--- src/sv/opm_pkg.sv ---
package opm_pkg;

   // Field widths
   localparam int SAMPLE_W  = 12;
   localparam int GAIN_W    = 24;
   localparam int Q_W       = 32;
   localparam int VOLT_W    = 28;
   localparam int CSR_IDX_W = 2;

   // Register indexes
   localparam logic [CSR_IDX_W-1:0] CSR_VOLTS_PER_COUNT = 2'd0;
   localparam logic [CSR_IDX_W-1:0] CSR_AMPS_PER_VOLT   = 2'd1;
   localparam logic [CSR_IDX_W-1:0] CSR_LOAD_OHMS       = 2'd2;

   // Register reset values
   localparam logic [GAIN_W-1:0] VOLTS_PER_COUNT_RST = 24'd13520;
   localparam logic [GAIN_W-1:0] AMPS_PER_VOLT_RST   = 24'd65536;
   localparam logic [GAIN_W-1:0] LOAD_OHMS_RST       = 24'd65536;

   localparam logic [Q_W-1:0] Q_MAX = '1;

   typedef struct packed {
      logic [GAIN_W-1:0] volts_per_count;
      logic [GAIN_W-1:0] amps_per_volt;
      logic [GAIN_W-1:0] load_ohms;
   } csr_regs_type;

   typedef struct packed {
      logic empty;
      logic full;
   } queue_status_type;

   typedef struct packed {
      logic [SAMPLE_W-1:0] mean_raw;
      logic [Q_W-1:0]      sensed_volts;
      logic [Q_W-1:0]      filtered_current;
      logic [Q_W-1:0]      filtered_load_volts;
      logic [Q_W-1:0]      power_estimate;
   } result_type;

   typedef enum logic [2:0] {
      BK_IDLE,
      BK_MEAN,
      BK_VOLT,
      BK_SCALE,
      BK_SUM,
      BK_FILT,
      BK_POWER,
      BK_OUT
   } back_state_type;

endpackage

--- src/sv/opm_front.sv ---
module opm_front #(
   parameter int OVERSAMPLE = 16,
   parameter int ACC_W      = 16
) (
   input  logic                          clock,
   input  logic                          reset,
   input  logic                          push,
   output logic                          full,
   input  logic [opm_pkg::SAMPLE_W-1:0]  raw_sample,
   input  opm_pkg::queue_status_type     q_status,
   output logic                          q_push,
   output logic [ACC_W-1:0]              q_data
);
   import opm_pkg::*;

   localparam int CNT_W = (OVERSAMPLE > 1) ? $clog2(OVERSAMPLE) : 1;
   localparam logic [CNT_W-1:0] CNT_LAST = CNT_W'(OVERSAMPLE - 1);

   logic [CNT_W-1:0] cnt_ff, cnt_in;
   logic [ACC_W-1:0] acc_ff, acc_in;
   logic [ACC_W-1:0] acc_sum;
   logic             last;
   logic             take;

   // Stall only the closing sample of a group, and only while the queue is full
   assign last    = (cnt_ff == CNT_LAST);
   assign full    = last & q_status.full;
   assign take    = push & ~full;
   assign acc_sum = acc_ff + ACC_W'(raw_sample);

   // Hand the finished group sum to the back end
   assign q_push = take & last;
   assign q_data = acc_sum;

   // Advance the group count and accumulator
   always_comb begin
      cnt_in = cnt_ff;
      acc_in = acc_ff;
      if (take) begin
         if (last) begin
            cnt_in = '0;
            acc_in = '0;
         end else begin
            cnt_in = cnt_ff + 1'b1;
            acc_in = acc_sum;
         end
      end
   end

   always_ff @(posedge clock) begin
      if (reset) begin
         cnt_ff <= '0;
         acc_ff <= '0;
      end else begin
         cnt_ff <= cnt_in;
         acc_ff <= acc_in;
      end
   end

endmodule

--- config.mk ---
export PLATFORM = sky130hd
export DESIGN_NAME = opm_front
export DESIGN_NICKNAME = d
export VERILOG_FILES = /design/src/sv/opm_pkg.sv /design/src/sv/opm_front.sv
export SDC_FILE = /design/constraint.sdc
export NUM_CORES = 1
export LEC_CHECK = 0
export ABC_AREA = 0
export BUFFER_PORTS_ARGS = -buffer_cell sky130_fd_sc_hd__buf_2
export CAP_MARGIN = 5
export CELL_PAD_IN_SITES_DETAIL_PLACEMENT = 1
export CELL_PAD_IN_SITES_GLOBAL_PLACEMENT = 1
export CORE_AREA = 2 2 67 69
export CTS_CLUSTER_DIAMETER = 60
export DETAILED_ROUTE_END_ITERATION = 16
export DIE_AREA = 0 0 69 71
export GPL_ROUTABILITY_DRIVEN = 0
export MAX_ROUTING_LAYER = met4
export PLACE_DENSITY_LB_ADDON = 0.1
export SLEW_MARGIN = 5
export SYNTH_ARGS = -nofsm -noshare
export SYNTH_HDL_FRONTEND = slang
export SYNTH_SLANG_ARGS = --single-unit
--- constraint.sdc ---
create_clock -name clock -period 2.9 [get_ports clock]
set_clock_uncertainty 0.05 [all_clocks]
set_input_delay 0.58 -clock clock [delete_from_list [all_inputs] [get_ports clock]]
set_output_delay 0.58 -clock clock [all_outputs]
set_load 0.02 [all_outputs]
# == Yosys cells after proc, flatten, opt, wreduce, memory -nomap -nowiden ==
# Cells that the tools add are included.
# word_totals
ff_bits,20
input_bits,17
out_inout_bits,18
# classes
n_addsub,2
n_eq_ne,1
mux,2
n_bitwise,4
# ops
cell,n
16-bit by 12-bit adder with 16-bit output,1
16-bit 2-to-1 mux,1
"4-bit by 1-bit adder with 4-bit output, second input constant",1
"4-bit equality test, second input constant",1
4-bit 2-to-1 mux,1
1-bit AND,3
1-bit NOT,1

# == Longest topological paths before layout ==
# depth
ltp_word,5
depth_mapped,8

# == Worst setup path before layout ==
# OpenSTA, ideal clock, no wires.
# synth_path
path_type,input-to-output
startpoint,input raw_sample[0] (netlist bit)
endpoint,output q_data[14]
arrival_time_ns,2.388
required_time_ns,2.270
slack_ns,-0.118
path_stages,8
cell_sequence,ha_1 > fa_1 > a21oi_1 > nand4b_1 > a21oi_1 > o211ai_1 > a21oi_1 > xor2_1
# synth_via
elab_chain_len,1
# synth_rtl
item,line_no,rtl
start: declaration,opm_front.sv:9,"input logic [opm_pkg::SAMPLE_W-1:0] raw_sample,"
16-bit by 12-bit adder with 16-bit output,opm_front.sv:29,assign acc_sum = acc_ff + ACC_W'(raw_sample);
end: declaration,opm_front.sv:12,output logic [ACC_W-1:0] q_data
# No other way between the ends.

# == Worst setup path in the final report ==
# layout_path
startpoint,input raw_sample[0] (netlist bit)
endpoint,output q_data[12]
# The elaborated chain is that of the path after synthesis.

==> metrics.md <==
| Metric | Value |
|---|---|
| Status | completed |
| Worst Setup End Kind | output port |
| Final setup fails | 0 |
| Crit path arrival time | 2.27 ns |
| Leak | 0.866 nW |
| Worst Hold Path EP | acc_ff[9] |
| Final Routed Wirelength | 4010 um |
| Fin nets | 251 |
| Hold Violations, Final | 0 |
| VDD IR max | 231 uV |
| Vias in the first global route | 1,506 |
| Worst hold start | acc_ff[9] |
| Num CTS Buffers | 3 |
| Vias post-DR | 1,395 |
| Total grt overflow | 0 |
| Period utilization | 99.9% |
| PwrDens | 552 nW/um^2 |
| Slew @ Worst Pin | 0.681 ns |
| Syn avg cell area | 8.43 sq um |
| Root Buffer | clkbuf_8 |
| R2r setup slk | 0.61 ns |
| Clock latency on the worst-skew pair | 0.26 ns |
| Antenna diodes | 0 |
| CTS Sinks | 20 |
| Post-synthesis cell count | 161 |
| Hold Path Class | reg -> reg |
| Synth Register Bits | 20 |
| Fillers | 525 |
| Crit path from | raw_sample[0] |
| Drc violations | 0 |
| Worst EP required | 2.27 ns |
| Clock slew at reported path FFs | 0.09 ns |
| Area growth, synth to finish | 43.2% |
| CP Launch Type | primary input |
| Core area | 4200 sq um |
| Crit path kind | in -> out |
| Largest net degree at the start of global routing | 15 |
| Share of the synthesized area in the top cell type | 29.5% |
| Initial core utilization | 32.3% |
| Worst Reg-to-Reg Cells | 12 |
| Die area | 4900 sq um |
| Share of cells above drive strength 1 | 37.0% |
| Row count | 24 |
| CTS max path bufs | 2 |
| # IOs | 35 |
| Syn_nets | 192 |
| Die width | 69 um |
| Max Transition Viols Final | 0 |
| Placed Instance Area | 1700 sq um |
| Fin Hold WS | 0.444 ns |
| Max Freq | 345 MHz |
| Gr usage total | 16.7% |
| Post-DP HPWL | 2950 um |
| Crit-path max FO | 3 |
| FF-to-FF Start | acc_ff[0] |
| Cell variety after synth | 40 |
| Synth warn | 0 |
| Worst hold path depth | 1 |
| Synth top area cells | dfxtp_1 29%, ha_1 12%, a21oi_1 5.9%, xnor2_1 5.8%, a22oi_1 3.9% |
| Reg-to-reg endpoint | acc_ff[12] |
| Via-per-instance ratio | 5.15 |
| Final WS setup | 0.00203 ns |
| First-pass GRT wire length | 6660 um |
| Initial antenna violation count | 0 |
| TritonCTS clock tree | done |
| Fin crit period | 2.90 ns |
| Max Cap Viol | 0 |
| DRT iter0 DRCs | 65 |
| Post-route cell area | 1940 sq um |
| Die Ht | 71 um |
| # H-tree levels | 1 |
| Post-DRT Antenna Nets | 0 |
| RSZ-0062 raised after global routing | yes |
| Yosys top cell by area | dfxtp_1 |
| Netlist Area Pre-Place | 1360 sq um |
| Mean routed wirelength per cell | 14.8 um |
| Setup WS pre-CTS | -0.192 ns |
| Drt first pass iters | 4 |
| Sequential fraction of the synthesis area | 29.5% |
| Number of port buffers | 33 |
| Design Power | 1.07 mW |
| Max-slew headroom | 54.4% |
==> placed cells by master (no fill, tap or decap), types with 2 or more instances in the layout <==
master    Yosys  final
a21o_1        3      3
clkbuf_8      0      4
a31oi_1       2      2
inv_1         5      5
nor2b_1       2      2
o211ai_1      2      2
a21oi_2       0      4
a21oi_1      16     11
a22o_1        5      5
or3_1         4      4
nand4_1       2      2
buf_2         1     25
nor2_1       14     14
and2_1        3      3
a22oi_1       7      7
xor2_1        6      5
o21ai_0       8      5
nand2_1      14     13
buf_4         0     32
and3_1        2      2
dfxtp_1      20     20
ha_1         13     10
o21ai_1       0      2
ha_4          0      3
xnor2_1       9      8
nand3_1       2      2
==> final cells by class <==
class                           instances  area, sq um  area share, %
Inverter                                5         18.8          0.965
Tap cell                               52         65.1           3.35
Clock buffer                            4         55.1           2.83
Multi-Input combinational cell        132         1030           52.9
Timing Repair Buffer                   58          377           19.4
Sequential cell                        20          400           20.6
==> where the power goes <==
part	leakage, nW	internal (mW)	switching [mW]	total (mW)
logic	0.673	0.245	0.281	0.527
registers	0.164	0.301	0.0192	0.321
clock network	0.0288	0.121	0.105	0.226
total	0.866	0.667	0.406	1.07
==> worst max-delay path by stage <==
stage | end | slack, ns | depth (start not counted)
6_report | q_data[12] | 0.002 | 11
5_1_grt | q_data[13] | -0.09 | 8
4_1_cts | q_data[12] | -0.08 | 11
3_5_place_dp | q_data[14] | -0.19 | 11
3_3_place_gp | q_data[14] | -0.19 | 11
2_1_floorplan | q_data[14] | 0.004 | 8
==> cells by family after synthesis <==
group           count (synthesis)  share of synthesized area [%]
compound gates                 56                           27.9
xor+xnor                       15                           9.68
fa+ha+maj                      14                           13.5
buf+inv                         9                           2.58
flops                          20                           29.5
mux                             1                          0.737
simple gates                   46                           16.1
==> repair_timing <==
item                                    CTS  global route
setup buffers                             4             7
pin swaps                                 8             9
endpoints found under the setup margin    4            10
hold buffers                              0             0
gates resized for setup                  10            15
cloned                                    0             0
==> worst max-delay path: stages <==
cell	delay (ns)
buf_6	0.10
ha_4	0.15
fa_2	0.35
a21oi_2	0.14
nand4b_1	0.16
a21oi_2	0.08
o211ai_1	0.17
buf_4	0.16
nand2_2	0.06
xnor2_2	0.16
buf_4	0.16
==> cell usage after synthesis, drive strengths merged <==
| cell type | n |
|---|---|
| a211o | 2 |
| a211oi | 1 |
| a21boi | 1 |
| a21o | 3 |
| a21oi | 16 |
| a22o | 5 |
| a22oi | 7 |
| a311oi | 1 |
| a31oi | 2 |
| a41oi | 1 |
| and2 | 4 |
| and3 | 2 |
| buf | 1 |
| clkbuf | 3 |
| dfxtp | 20 |
| fa | 1 |
| ha | 13 |
| inv | 5 |
| mux2i | 1 |
| nand2 | 14 |
| nand2b | 1 |
| nand3 | 2 |
| nand4 | 2 |
| nand4b | 1 |
| nor2 | 14 |
| nor2b | 2 |
| o211ai | 3 |
| o21a | 1 |
| o21ai | 8 |
| o21bai | 1 |
| o22a | 1 |
| o2bb2ai | 1 |
| o31a | 1 |
| o31ai | 1 |
| or3 | 4 |
| xnor2 | 9 |
| xor2 | 6 |
==> sequential cells by signal (all words and copies together) (netlist names) <==
name,flops
acc_ff,16
cnt_ff,4
==> per-stage QoR <==
stage | TNS, ns | util (%) | instances
2_1_floorplan | 0 | - | 161
3_3_place_gp | -0.360 | 40.4 | 256
3_5_place_dp | -0.395 | 40.4 | 256
4_1_cts | -0.170 | 43.3 | 264
5_1_grt | -0.303 | 46.3 | 271
6_report | 0 | 46.3 | 271
==> per-layer routing <==
layer / global-route usage [%] / vias to the layer above / routed length [um]
met2: 31.5 / 21 / 2090
met5: - / - / 0
met1: 18.8 / 667 / 1780
li1: - / 705 / -
met3: 2.14 / 2 / 121
met4: 3.49 / 0 / 20
Note: power is estimated with default switching activity, not from simulation.
