File: src/sv/opm_pkg.sv
package opm_pkg;

   // Field widths
   localparam int SAMPLE_W  = 12;
   localparam int GAIN_W    = 24;
   localparam int Q_W       = 32;
   localparam int VOLT_W    = 28;
   localparam int CSR_IDX_W = 2;

   // Register indexes
   localparam logic [CSR_IDX_W-1:0] CSR_VOLTS_PER_COUNT = 2'd0;
   localparam logic [CSR_IDX_W-1:0] CSR_AMPS_PER_VOLT   = 2'd1;
   localparam logic [CSR_IDX_W-1:0] CSR_LOAD_OHMS       = 2'd2;

   // Register reset values
   localparam logic [GAIN_W-1:0] VOLTS_PER_COUNT_RST = 24'd13520;
   localparam logic [GAIN_W-1:0] AMPS_PER_VOLT_RST   = 24'd65536;
   localparam logic [GAIN_W-1:0] LOAD_OHMS_RST       = 24'd65536;

   localparam logic [Q_W-1:0] Q_MAX = '1;

   typedef struct packed {
      logic [GAIN_W-1:0] volts_per_count;
      logic [GAIN_W-1:0] amps_per_volt;
      logic [GAIN_W-1:0] load_ohms;
   } csr_regs_type;

   typedef struct packed {
      logic empty;
      logic full;
   } queue_status_type;

   typedef struct packed {
      logic [SAMPLE_W-1:0] mean_raw;
      logic [Q_W-1:0]      sensed_volts;
      logic [Q_W-1:0]      filtered_current;
      logic [Q_W-1:0]      filtered_load_volts;
      logic [Q_W-1:0]      power_estimate;
   } result_type;

   typedef enum logic [2:0] {
      BK_IDLE,
      BK_MEAN,
      BK_VOLT,
      BK_SCALE,
      BK_SUM,
      BK_FILT,
      BK_POWER,
      BK_OUT
   } back_state_type;

endpackage

File: src/sv/opm_queue.sv
module opm_queue #(
   parameter int DW = 16
) (
   input  logic                       clock,
   input  logic                       reset,
   input  logic                       push,
   input  logic [DW-1:0]              wdata,
   input  logic                       pop,
   output logic [DW-1:0]              rdata,
   output opm_pkg::queue_status_type  status
);
   import opm_pkg::*;

   logic [DW-1:0] slot_ff [2];
   logic          wr_ptr_ff, wr_ptr_in;
   logic          rd_ptr_ff, rd_ptr_in;
   logic [1:0]    cnt_ff, cnt_in;
   logic          do_push;
   logic          do_pop;

   assign status.empty = (cnt_ff == 2'd0);
   assign status.full  = (cnt_ff == 2'd2);
   assign do_push      = push & ~status.full;
   assign do_pop       = pop & ~status.empty;
   assign rdata        = slot_ff[rd_ptr_ff];

   // Advance pointers and occupancy
   always_comb begin
      wr_ptr_in = do_push ? ~wr_ptr_ff : wr_ptr_ff;
      rd_ptr_in = do_pop ? ~rd_ptr_ff : rd_ptr_ff;
      cnt_in    = cnt_ff;
      if (do_push && !do_pop) begin
         cnt_in = cnt_ff + 2'd1;
      end else if (do_pop && !do_push) begin
         cnt_in = cnt_ff - 2'd1;
      end
   end

   always_ff @(posedge clock) begin
      if (reset) begin
         wr_ptr_ff <= 1'b0;
         rd_ptr_ff <= 1'b0;
         cnt_ff    <= 2'd0;
      end else begin
         wr_ptr_ff <= wr_ptr_in;
         rd_ptr_ff <= rd_ptr_in;
         cnt_ff    <= cnt_in;
      end
   end

   // Store the incoming group sum
   always_ff @(posedge clock) begin
      if (do_push) begin
         slot_ff[wr_ptr_ff] <= wdata;
      end
   end

endmodule

File: config.mk
export PLATFORM = sky130hd
export DESIGN_NAME = opm_queue
export DESIGN_NICKNAME = d
export VERILOG_FILES = /design/src/sv/opm_pkg.sv /design/src/sv/opm_queue.sv
export SDC_FILE = /design/constraint.sdc
export NUM_CORES = 1
export LEC_CHECK = 0
export BUFFER_PORTS_ARGS = -buffer_cell sky130_fd_sc_hd__buf_2
export CAP_MARGIN = 20
export CORE_MARGIN = 8
export CORE_UTILIZATION = 41
export CTS_BUF_LIST = sky130_fd_sc_hd__clkbuf_2 sky130_fd_sc_hd__clkbuf_4 sky130_fd_sc_hd__clkbuf_8
export DETAILED_ROUTE_END_ITERATION = 7
export PLACE_DENSITY = 0.62
export SKIP_LAST_GASP = 1
export SLEW_MARGIN = 10
export SYNTH_ARGS = -nofsm -noshare
export SYNTH_HDL_FRONTEND = slang
export SYNTH_SLANG_ARGS = --single-unit
File: constraint.sdc
create_clock -name clock -period 3 [get_ports clock]
set_clock_uncertainty 0.2 [all_clocks]
set_input_delay 0 -clock clock [delete_from_list [all_inputs] [get_ports clock]]
set_output_delay 0 -clock clock [all_outputs]
set_load 0.02 [all_outputs]
# Yosys cells after proc, flatten, opt, wreduce, memory -nomap -nowiden
# Memory sizes are Yosys's and may differ from the RTL's. A register that Yosys moved wholly into a read port is not among the register bits.
# Index checks and enable logic that the tools add are counted.
# totals
reg_bits,4
mem_bits_rw,32
out_inout_bits,18
memories,1
# op_classes
add_sub_neg,2
eq_ne,1
n_mux,6
bitwise_logic,6
reduce_logical,6
# memory_table
name,words,word_bits,read_ports,rd_ports_with_merged_regs,wr,line,text
slot_ff,2,16,1,1,1,opm_queue.sv:14,logic [DW-1:0] slot_ff [2];
# op_table
operator,n
$mux 1,4
$mux 2,2
$not 1->1,4
$add 2x1->2 const B,1
$and 1x1->1,2
$eq 2x2->1 const B,1
$logic_and 1x1->1,2
$logic_not 1->1,2
$logic_not 2->1,1
$reduce_bool 2->1,1
$sub 2x1->2 const B,1

# Depth between registers and ports, before layout
# Gate-level depths: netlist (run 1).
# depth
ltp_word,7
mapped_depth,6
depth_no_buf,6

# Worst setup path after synthesis (run 1)
# Ideal clock, no wire load.
# synth_path
path_type,register to register
start,register cnt_ff[1]
end,register cnt_ff[1]
setup_ns,0.070
arrival_ns,1.514
setup_slack_ns,1.217
stages_incl_launch_ff,6
path_buffers,0
synth_period_minus_slack_ns,1.783
path_cell_list,dfxtp_1 > nor2b_2 > nor2_1 > ha_1 > or3_1 > a21oi_1
# synth_lines
item,line,text
"start, declared",opm_queue.sv:17,"logic [1:0] cnt_ff, cnt_in;"
"start signal, assigned",opm_queue.sv:47,cnt_ff <= cnt_in;

# Worst setup path in the final report (run 1)
# layout_path
start,register cnt_ff[0]
end,"memory slot_ff[0][6], enable pin"
# layout_between
elab_chain_len,5
# layout_lines
item,line,text
$eq 2x2->1,opm_queue.sv:22,assign status.full = (cnt_ff == 2'd2);
$not 1->1,opm_queue.sv:23,assign do_push = push & ~status.full;
$and 1x1->1,opm_queue.sv:23,
$mux 1,opm_queue.sv:53,if (do_push) begin
$mux 1 (implied by the code),opm_queue.sv:54,slot_ff[wr_ptr_ff] <= wdata;
"end, declared",opm_queue.sv:14,
# Every way passes these cells.

==> impl_metrics.toml, run 1 <==
[status]
status = "complete, no violations"

[placed_design]
routabilityCongestion = 0.661
port_buffers = 37
dp_slack_ns = 1.07
dpl.hpwl_um = 1610

[worst_hold_path]
worstHoldEndpoint = "cnt_ff[0]$_SDFFE_PP0P_"
hold_class = "input pin to flop"
hold_depth = 6
worst_hold_startpoint = "push"

[detailed_routing]
drt_iter0_markers = 66
wl_per_cell_um = 13.1
postRouteAntennaNets = 0
routed_via_density = 4.35
drc = 0
firstDrtPassIters = 3
route.vias.total = 792
totalWireLength_um = 2390

[critical_path]
r2r_end = "slot_ff[0][6]$_DFFE_PP_"
reg2reg_slack_ns = 1.10
worstPathRequired_ns = 2.75
timing.rr.start = "cnt_ff[0]$_SDFFE_PP0P_"
reg2regPathDepth = 3
worstPathArrival_ns = 1.66
endpoint_kind = "flop"
crit_fanout = 16
path_class = "flop to flop"
startpoint_type = "flop"

[final_layout]
antennaDiodeCount = 0
area_growth_pct = 34.2
fillers = 270
final_cell_mix = "buf_2, edfxtp_1, dlygate4sd3_1"
drive_gt1_share_pct = 44.1
multi_input_area_um2 = 290
layout_commonest_cell = "buf_2"
nets = 157
seq_area_mm2 = 0.00106

[sta]
max_freq_mhz = 525
relSlewSlack_pct = 50.4
layout_worst_path_cycle_share_pct = 63.5
setup_tns_ns = 0
slew_viol_final = 0
timing.final.crit_period_ns = 1.90
final-hold-violation-count = 0
setup_slack_ns = 1.10
worstMarginPinSlew_ns = 0.744
setup_viol = 0
rsz0062_at_grt = "false"

[global_routing]
grt_usage_pct = 9.54
grt-ovfl-total = 0
grt_pass1_vias = 873
grt_max_degree = 17
grt_antenna_before_repair = 0
grt_pass1_wl_um = 3800

[yosys]
synth_cell_types = 14
syn_nets = 96
synth.largest_area_cell = "edfxtp_1"
ys_ff_latch = 37
yosys_warnings = 0
syn_area_mm2 = 0.00137
yosys.area.top_type_share_pct = 70.1
seq_area_frac_synth_pct = 77.4
syn_area_per_cell_um2 = 18.3
synth_area_leaders = "edfxtp_1, mux2_2, dfxtp_1"
netlist_instances = 75

[floorplan]
fp-row-count = 21
die_h_um = 73.8
core_area_mm2 = 0.00328
die_area_mm2 = 0.00545
die_w_um = 73.8
ios = 38
start_util_pct = 41.8

[pwr]
irDropWorstVdd_mv = 0.435
p_leak_nw = 0.714
pwr_density_cell_mw_per_mm2 = 749
p_total_mw = 1.38

[cts]
cts_buffers = 5
cts_setup_buffers = 0
clk_pin_slew_ns = 0.10
insertion_delay_ns = 0.32
numClockSinks = 37
cts_buffer_depth = 2
htreeDepth = 2
cts_root_buf = "clkbuf_4"
cts_tree = "yes"

[run]
drv_cap = 0
## state kept, by name, indices dropped and copies added (netlist names), named ones only
name	cells
slot_ff	32
wr_ptr_ff	1
cnt_ff	2
rd_ptr_ff	1
## synthesized netlist by cell type, drive strengths merged
master / count
nor2b: 1
or3: 2
dfxtp: 5
inv: 2
buf: 2
and2: 1
edfxtp: 32
a21oi: 2
mux2: 16
nor2: 5
ha: 1
xor2: 3
o21ai: 3
## routing by layer
metal	global-route usage, %	share of wire (%)	routed length, µm
met3	4.37	8.1	194
met2	16.1	49	1170
met4	5.99	1.8	42
met5	0	0	0
met1	9.18	41	982
## worst max path at each step
stage / startpoint / endpoint / slack, ns / cells past startpoint
after global placement: cnt_ff[1]$_SDFFE_PP0P_ / slot_ff[0][1]$_DFFE_PP_ / 1.14 / 3
final: cnt_ff[0]$_SDFFE_PP0P_ / slot_ff[0][6]$_DFFE_PP_ / 1.10 / 3
after CTS: cnt_ff[0]$_SDFFE_PP0P_ / slot_ff[0][6]$_DFFE_PP_ / 1.05 / 3
after global routing: cnt_ff[0]$_SDFFE_PP0P_ / slot_ff[0][6]$_DFFE_PP_ / 0.99 / 3
after floorplan: cnt_ff[1]$_SDFFE_PP0P_ / cnt_ff[1]$_SDFFE_PP0P_ / 1.22 / 5
after detailed placement: cnt_ff[0]$_SDFFE_PP0P_ / slot_ff[0][1]$_DFFE_PP_ / 1.07 / 3
## power breakdown
| group | total, mW | internal (mW) | switching, mW |
|---|---|---|---|
| Combinational | 0.437 | 0.195 | 0.242 |
| Clock | 0.234 | 0.0942 | 0.140 |
| Sequential | 0.707 | 0.652 | 0.0555 |
| Total | 1.38 | 0.941 | 0.437 |
## cell families after synthesis
family	synth area share, %
flip-flops	77.4
multiplexers	13.1
AND/OR/NAND/NOR	3.38
AO/OA/AOI/OAI	1.82
buffers and inverters	1.46
XOR/XNOR	1.92
adder cells (fa/ha/maj)	0.912
## worst max-delay path, stage by stage (launching register included)
cell     delay [ns]
dfxtp_1        0.44
nor2b_2        0.08
or3_1          0.33
inv_1          0.49
## metrics by stage
stage / instance area, µm² / util [%] / cells / hold slack, ns
after detailed placement: 1600 / 48.8 / 156 / -0.00679
after CTS: 1840 / 56.0 / 182 / 0.0961
after global routing: 1840 / 56.0 / 182 / 0.184
final: 1840 / 56.0 / 182 / 0.100
after floorplan: 1370 / - / 75 / -0.131
after global placement: 1600 / 48.8 / 156 / -0.0107
## final cells by class
class / instances / area share (%)
clock buffers: 6 / 2.45
well taps: 46 / 3.13
repair buffers: 56 / 20.4
clock inverters: 1 / 0.204
flip-flops and latches: 37 / 57.6
multi-input cells: 34 / 15.8
inverters: 2 / 0.408
## timing repair
item,in CTS,in global routing
resized for setup,0,0
hold endpoints to repair,37,0
hold buffers,19,0
Note: power is estimated with default switching activity, not from simulation.
==> run 2: changes to the inputs <==
==> constraint.sdc (replaced) <==
create_clock -name clock -period 1.8 [get_ports clock]
set_clock_uncertainty 0.2 [all_clocks]
set_input_delay 0 -clock clock [delete_from_list [all_inputs] [get_ports clock]]
set_output_delay 0 -clock clock [all_outputs]
set_load 0.02 [all_outputs]
==> run 2 against run 1 <==
Effect of this change:
- sequential cell count is the same
- clock-buffer cell count grew 1
- design area grew 3.5%
- global-route usage grew 0.88 points
- via count grew 6.8%
- non-clock buffer count grew 5
- die area is the same
- total power grew 74%
==> impl_metrics.toml, run 2 (same netlist as run 1, synthesis figures left out) <==
[floorplan]
die_w_um = 73.8
start_util_pct = 41.8
die_area_mm2 = 0.00545
ios = 38
fp-row-count = 21
core_area_mm2 = 0.00328
die_h_um = 73.8

[critical_path]
crit_fanout = 5
worstPathArrival_ns = 1.74
r2r_end = "cnt_ff[1]$_SDFFE_PP0P_"
worstPathRequired_ns = 1.85
path_class = "flop to flop"
endpoint_kind = "flop"
startpoint_type = "flop"
timing.rr.start = "cnt_ff[1]$_SDFFE_PP0P_"
reg2regPathDepth = 5
startpoint = "cnt_ff[1]$_SDFFE_PP0P_"
reg2reg_slack_ns = 0.11

[status]
status = "complete, no violations"

[final_layout]
area_growth_pct = 39.0
regMostFlops = "slot_ff"
fillers = 269
nets = 162
final_cell_mix = "buf_2, edfxtp_1, dlygate4sd3_1"
reg_top3 = "slot_ff: 32 flops, cnt_ff: 2 flops"
antennaDiodeCount = 0
layout_commonest_cell = "buf_2"
largest_reg_flops = 32
drive_gt1_share_pct = 47.9

[sta]
layout_worst_path_cycle_share_pct = 93.8
relSlewSlack_pct = 86.8
slew_viol_final = 0
worstMarginPinSlew_ns = 0.196
setup_tns_ns = 0
timing.final.crit_period_ns = 1.69
max_freq_mhz = 592
final-hold-violation-count = 0
setup_viol = 0
rsz0062_at_grt = "false"

[run]
drv_cap = 0

[detailed_routing]
postRouteAntennaNets = 0
wl_per_cell_um = 13.7
drt_iter0_markers = 36
drc = 0
route.vias.total = 846
firstDrtPassIters = 3
routed_via_density = 4.50
totalWireLength_um = 2580

[worst_hold_path]
hold_depth = 2
worstHoldEndpoint = "slot_ff[0][11]$_DFFE_PP_"
hold_class = "input pin to flop"
worst_hold_startpoint = "wdata[11]"

[cts]
cts_root_buf = "clkbuf_4"
htreeDepth = 2
insertion_delay_ns = 0.32
clk_pin_slew_ns = 0.10
numClockSinks = 37
cts_setup_buffers = 0
cts_buffers = 5
cts_tree = "yes"
cts_buffer_depth = 2

[global_routing]
grt-ovfl-total = 0
grt_antenna_before_repair = 0
grt_usage_pct = 10.4
grt_pass1_vias = 958
grt_pass1_wl_um = 4150
grt_max_degree = 17

[pwr]
p_leak_nw = 0.748
p_total_mw = 2.40
irDropWorstVdd_mv = 0.561
pwr_density_cell_mw_per_mm2 = 1260

[placed_design]
dpl.hpwl_um = 1830
port_buffers = 37
routabilityCongestion = 0.667
[run 2: power by group]
group / internal (mW) / leakage (nW) / switching [mW]
clock: 0.180 / 0.0338 / 0.239
combinational: 0.377 / 0.374 / 0.461
sequential: 1.09 / 0.341 / 0.0576
[run 2: routing by layer]
layer / vias up / track usage (%) / part of all wire (%)
met5: - / 0 / 0
met4: 0 / 5.99 / 2.0
met3: 6 / 4.37 / 5.7
met2: 26 / 18.3 / 51
met1: 401 / 9.92 / 42
li1: 413 / - / -
[run 2: metrics by stage]
step | setup slack, ns | cells | hold WS [ns] | utilization, % | area (µm²)
floorplan | 0.0167 | 75 | -0.131 | - | 1370
global placement | 0.160 | 161 | -0.0111 | 50.3 | 1650
detailed placement | 0.0474 | 161 | -0.00815 | 50.3 | 1650
CTS | 0.0254 | 188 | 0.172 | 57.8 | 1900
global route | 0.00994 | 188 | 0.173 | 58.0 | 1910
finish | 0.111 | 188 | 0.195 | 58.0 | 1910
[run 2: worst max path at each step]
stage / slack [ns] / end / cells after the start
after floorplan: 0.02 / cnt_ff[1]$_SDFFE_PP0P_ / 5
after global placement: 0.16 / cnt_ff[1]$_SDFFE_PP0P_ / 4
after detailed placement: 0.05 / cnt_ff[1]$_SDFFE_PP0P_ / 5
after CTS: 0.03 / cnt_ff[1]$_SDFFE_PP0P_ / 5
after global routing: 0.01 / cnt_ff[1]$_SDFFE_PP0P_ / 5
final: 0.11 / cnt_ff[1]$_SDFFE_PP0P_ / 5
[run 2: layout make-up]
type                       instances  area, µm²  share of cell area [%]
sequential                        37       1060                    55.8
timing repair buffer              61        425                    22.3
multi-input combinational         34        295                    15.5
tap                               46       57.6                    3.02
clock buffer                       7       52.6                    2.76
inverter                           2       7.51                   0.394
clock inverter                     1       3.75                   0.197
[run 2: critical path, cell delays in order, from the launching register on]
cell	delay (ns)
dfxtp_2	0.37
nor2b_4	0.17
nor2_1	0.06
ha_1	0.33
or3_1	0.36
a21oi_1	0.14
[run 2: timing repair]
item / in CTS / in global routing
hold endpoints to repair: 37 / 0
gates resized for setup: 0 / 4
hold buffers: 19 / 0
endpoints found under the setup margin: 0 / 1
==> run 3: changes to the inputs <==
--- a/config.mk
+++ b/config.mk
@@ -9,7 +9,7 @@
 export CAP_MARGIN = 20
 export CORE_MARGIN = 8
 export CORE_UTILIZATION = 41
-export CTS_BUF_LIST = sky130_fd_sc_hd__clkbuf_2 sky130_fd_sc_hd__clkbuf_4 sky130_fd_sc_hd__clkbuf_8
+export CTS_BUF_LIST = sky130_fd_sc_hd__clkbuf_2
 export DETAILED_ROUTE_END_ITERATION = 7
 export PLACE_DENSITY = 0.62
 export SKIP_LAST_GASP = 1
==> run 3 against run 2 <==
Effect of this change:
- sequential power about the same
- via count up 0.47%
- combinational power about the same
- cell count unchanged
- routed wire length up 1.2%
- register-to-register slack worse by 0.03 ns
- non-clock buffer count unchanged
- clock power down 17%
- die area unchanged
==> impl_metrics.toml, run 3 (same netlist as run 1, synthesis figures left out) <==
[critical_path]
startpoint_type = "flop"
crit_buf_inv = 0
path_class = "flop to flop"
endpoint_kind = "flop"
cpMaxStageDelayCell = "dfxtp_4"
worstPathRequired_ns = 1.89
startpoint = "cnt_ff[1]$_SDFFE_PP0P_"
cp_top_family = "simple AND/OR/NAND/NOR gates"
crit_fanout = 5
timing.rr.start = "cnt_ff[1]$_SDFFE_PP0P_"
path_cells = "nor2b_4 -> nor2_1 -> ha_1 -> or3_1 -> a21oi_1"
worstPathArrival_ns = 1.81
cpPeakStageDelay_ns = 0.39

[worst_hold_path]
worst_hold_startpoint = "wdata[0]"
hold_class = "input pin to flop"

[floorplan]
core_area_mm2 = 0.00328
start_util_pct = 41.8
ios = 38
die_w_um = 73.8
fp-row-count = 21
die_h_um = 73.8
die_area_mm2 = 0.00545

[cts]
cts_buffer_depth = 2
cts_buffers = 5
htreeDepth = 2
clk_pin_slew_ns = 0.16
numClockSinks = 37
cts_root_buf = "clkbuf_2"
insertion_delay_ns = 0.35
cts_tree = "yes"
cts_setup_buffers = 0

[final_layout]
reg_top3 = "slot_ff: 32 flops, cnt_ff: 2 flops"
stdcell_area_mm2 = 0.00189
fillers = 274
regMostFlops = "slot_ff"
layout_commonest_cell = "buf_2"
drive_gt1_share_pct = 47.9
final_cell_mix = "buf_2, edfxtp_1, dlygate4sd3_1"
largest_reg_flops = 32
antennaDiodeCount = 0
nets = 162
fin_cells = 188
area_growth_pct = 37.9

[detailed_routing]
routed_via_density = 4.52
route.vias.total = 850
drt_iter0_markers = 42
postRouteAntennaNets = 0
wl_per_cell_um = 13.9
totalWireLength_um = 2610
firstDrtPassIters = 2
drc = 0

[run]
drv_cap = 0

[global_routing]
grt_max_degree = 17
grt_pass1_vias = 950
grt_pass1_wl_um = 4190
grt-ovfl-total = 0
grt_antenna_before_repair = 0
grt_usage_pct = 10.6

[sta]
relSlewSlack_pct = 86.8
layout_worst_path_cycle_share_pct = 95.3
slew_viol_final = 0
timing.final.crit_period_ns = 1.72
final-hold-violation-count = 0
max_freq_mhz = 583
worstMarginPinSlew_ns = 0.196
setup_viol = 0

[placed_design]
place_area_mm2 = 0.00165
port_buffers = 37
dpl.hpwl_um = 1830
routabilityCongestion = 0.667
dp_cells = 161

[status]
status = "complete, no violations"

[pwr]
pwr_density_cell_mw_per_mm2 = 1240
p_leak_nw = 0.745
irDropWorstVdd_mv = 0.545
==> run 3: cell counts in the layout (fill, tap and decap cells not counted) <==
Identical to the previous run, type by type.
==> run 3: layout make-up <==
type                    instances  area [µm²]  area share (%)
multi-input cells              34         295            15.6
clock inverters                 1        3.75           0.199
well taps                      46        57.6            3.04
inverters                       2        7.51           0.397
repair buffers                 61         425            22.5
flip-flops and latches         37        1070            56.4
clock buffers                   7        35.0            1.85
==> run 3: routing by layer <==
metal  vias to the layer above  track usage, %  wire length [µm]
li1                        411               -                 -
met1                       406            10.0              1070
met2                        26            18.4              1330
met3                         7            5.18               160
met4                         0            5.32                47
met5                         -               0                 0
==> run 3: worst reg2reg max path, stage by stage (launching register included) <==
cell and delay (ns):
dfxtp_4 0.39, nor2b_4 0.16, nor2_1 0.06, ha_1 0.33
or3_1 0.36, a21oi_1 0.15
==> run 3: final timing paths <==
| kind | end | slack (ns) | cells past startpoint |
|---|---|---|---|
| max | cnt_ff[1]$_SDFFE_PP0P_ | 0.08 | 5 |
| min | slot_ff[0][0]$_DFFE_PP_ | 0.15 | 2 |
| max reg2reg | cnt_ff[1]$_SDFFE_PP0P_ | 0.08 | 5 |
| min reg2reg | wr_ptr_ff$_SDFFE_PP0P_ | 0.31 | 2 |
==> run 3: through the flow <==
stage / setup slack, ns / power [mW] / hold WS [ns] / TNS (ns) / utilization (%)
floorplan: 0.0167 / 1.69 / -0.131 / 0 / -
global placement: 0.160 / 1.95 / -0.0111 / 0 / 50.3
detailed placement: 0.0474 / 1.97 / -0.00815 / 0 / 50.3
CTS: 0.0136 / 2.36 / 0.107 / 0 / 57.3
global route: -0.00289 / 2.48 / 0.103 / -0.00289 / 57.6
finish: 0.0845 / 2.34 / 0.153 / 0 / 57.6
==> run 3: repair_timing <==
action / in CTS / in global routing
resized for setup: 0 / 5
setup endpoints to repair: 0 / 1
endpoints found under the hold margin: 37 / 0
hold buffers: 19 / 0
==> run 3: power by group <==
part           internal [mW]  switching (mW)
Sequential              1.09          0.0581
Combinational          0.377           0.462
Clock                  0.104           0.242
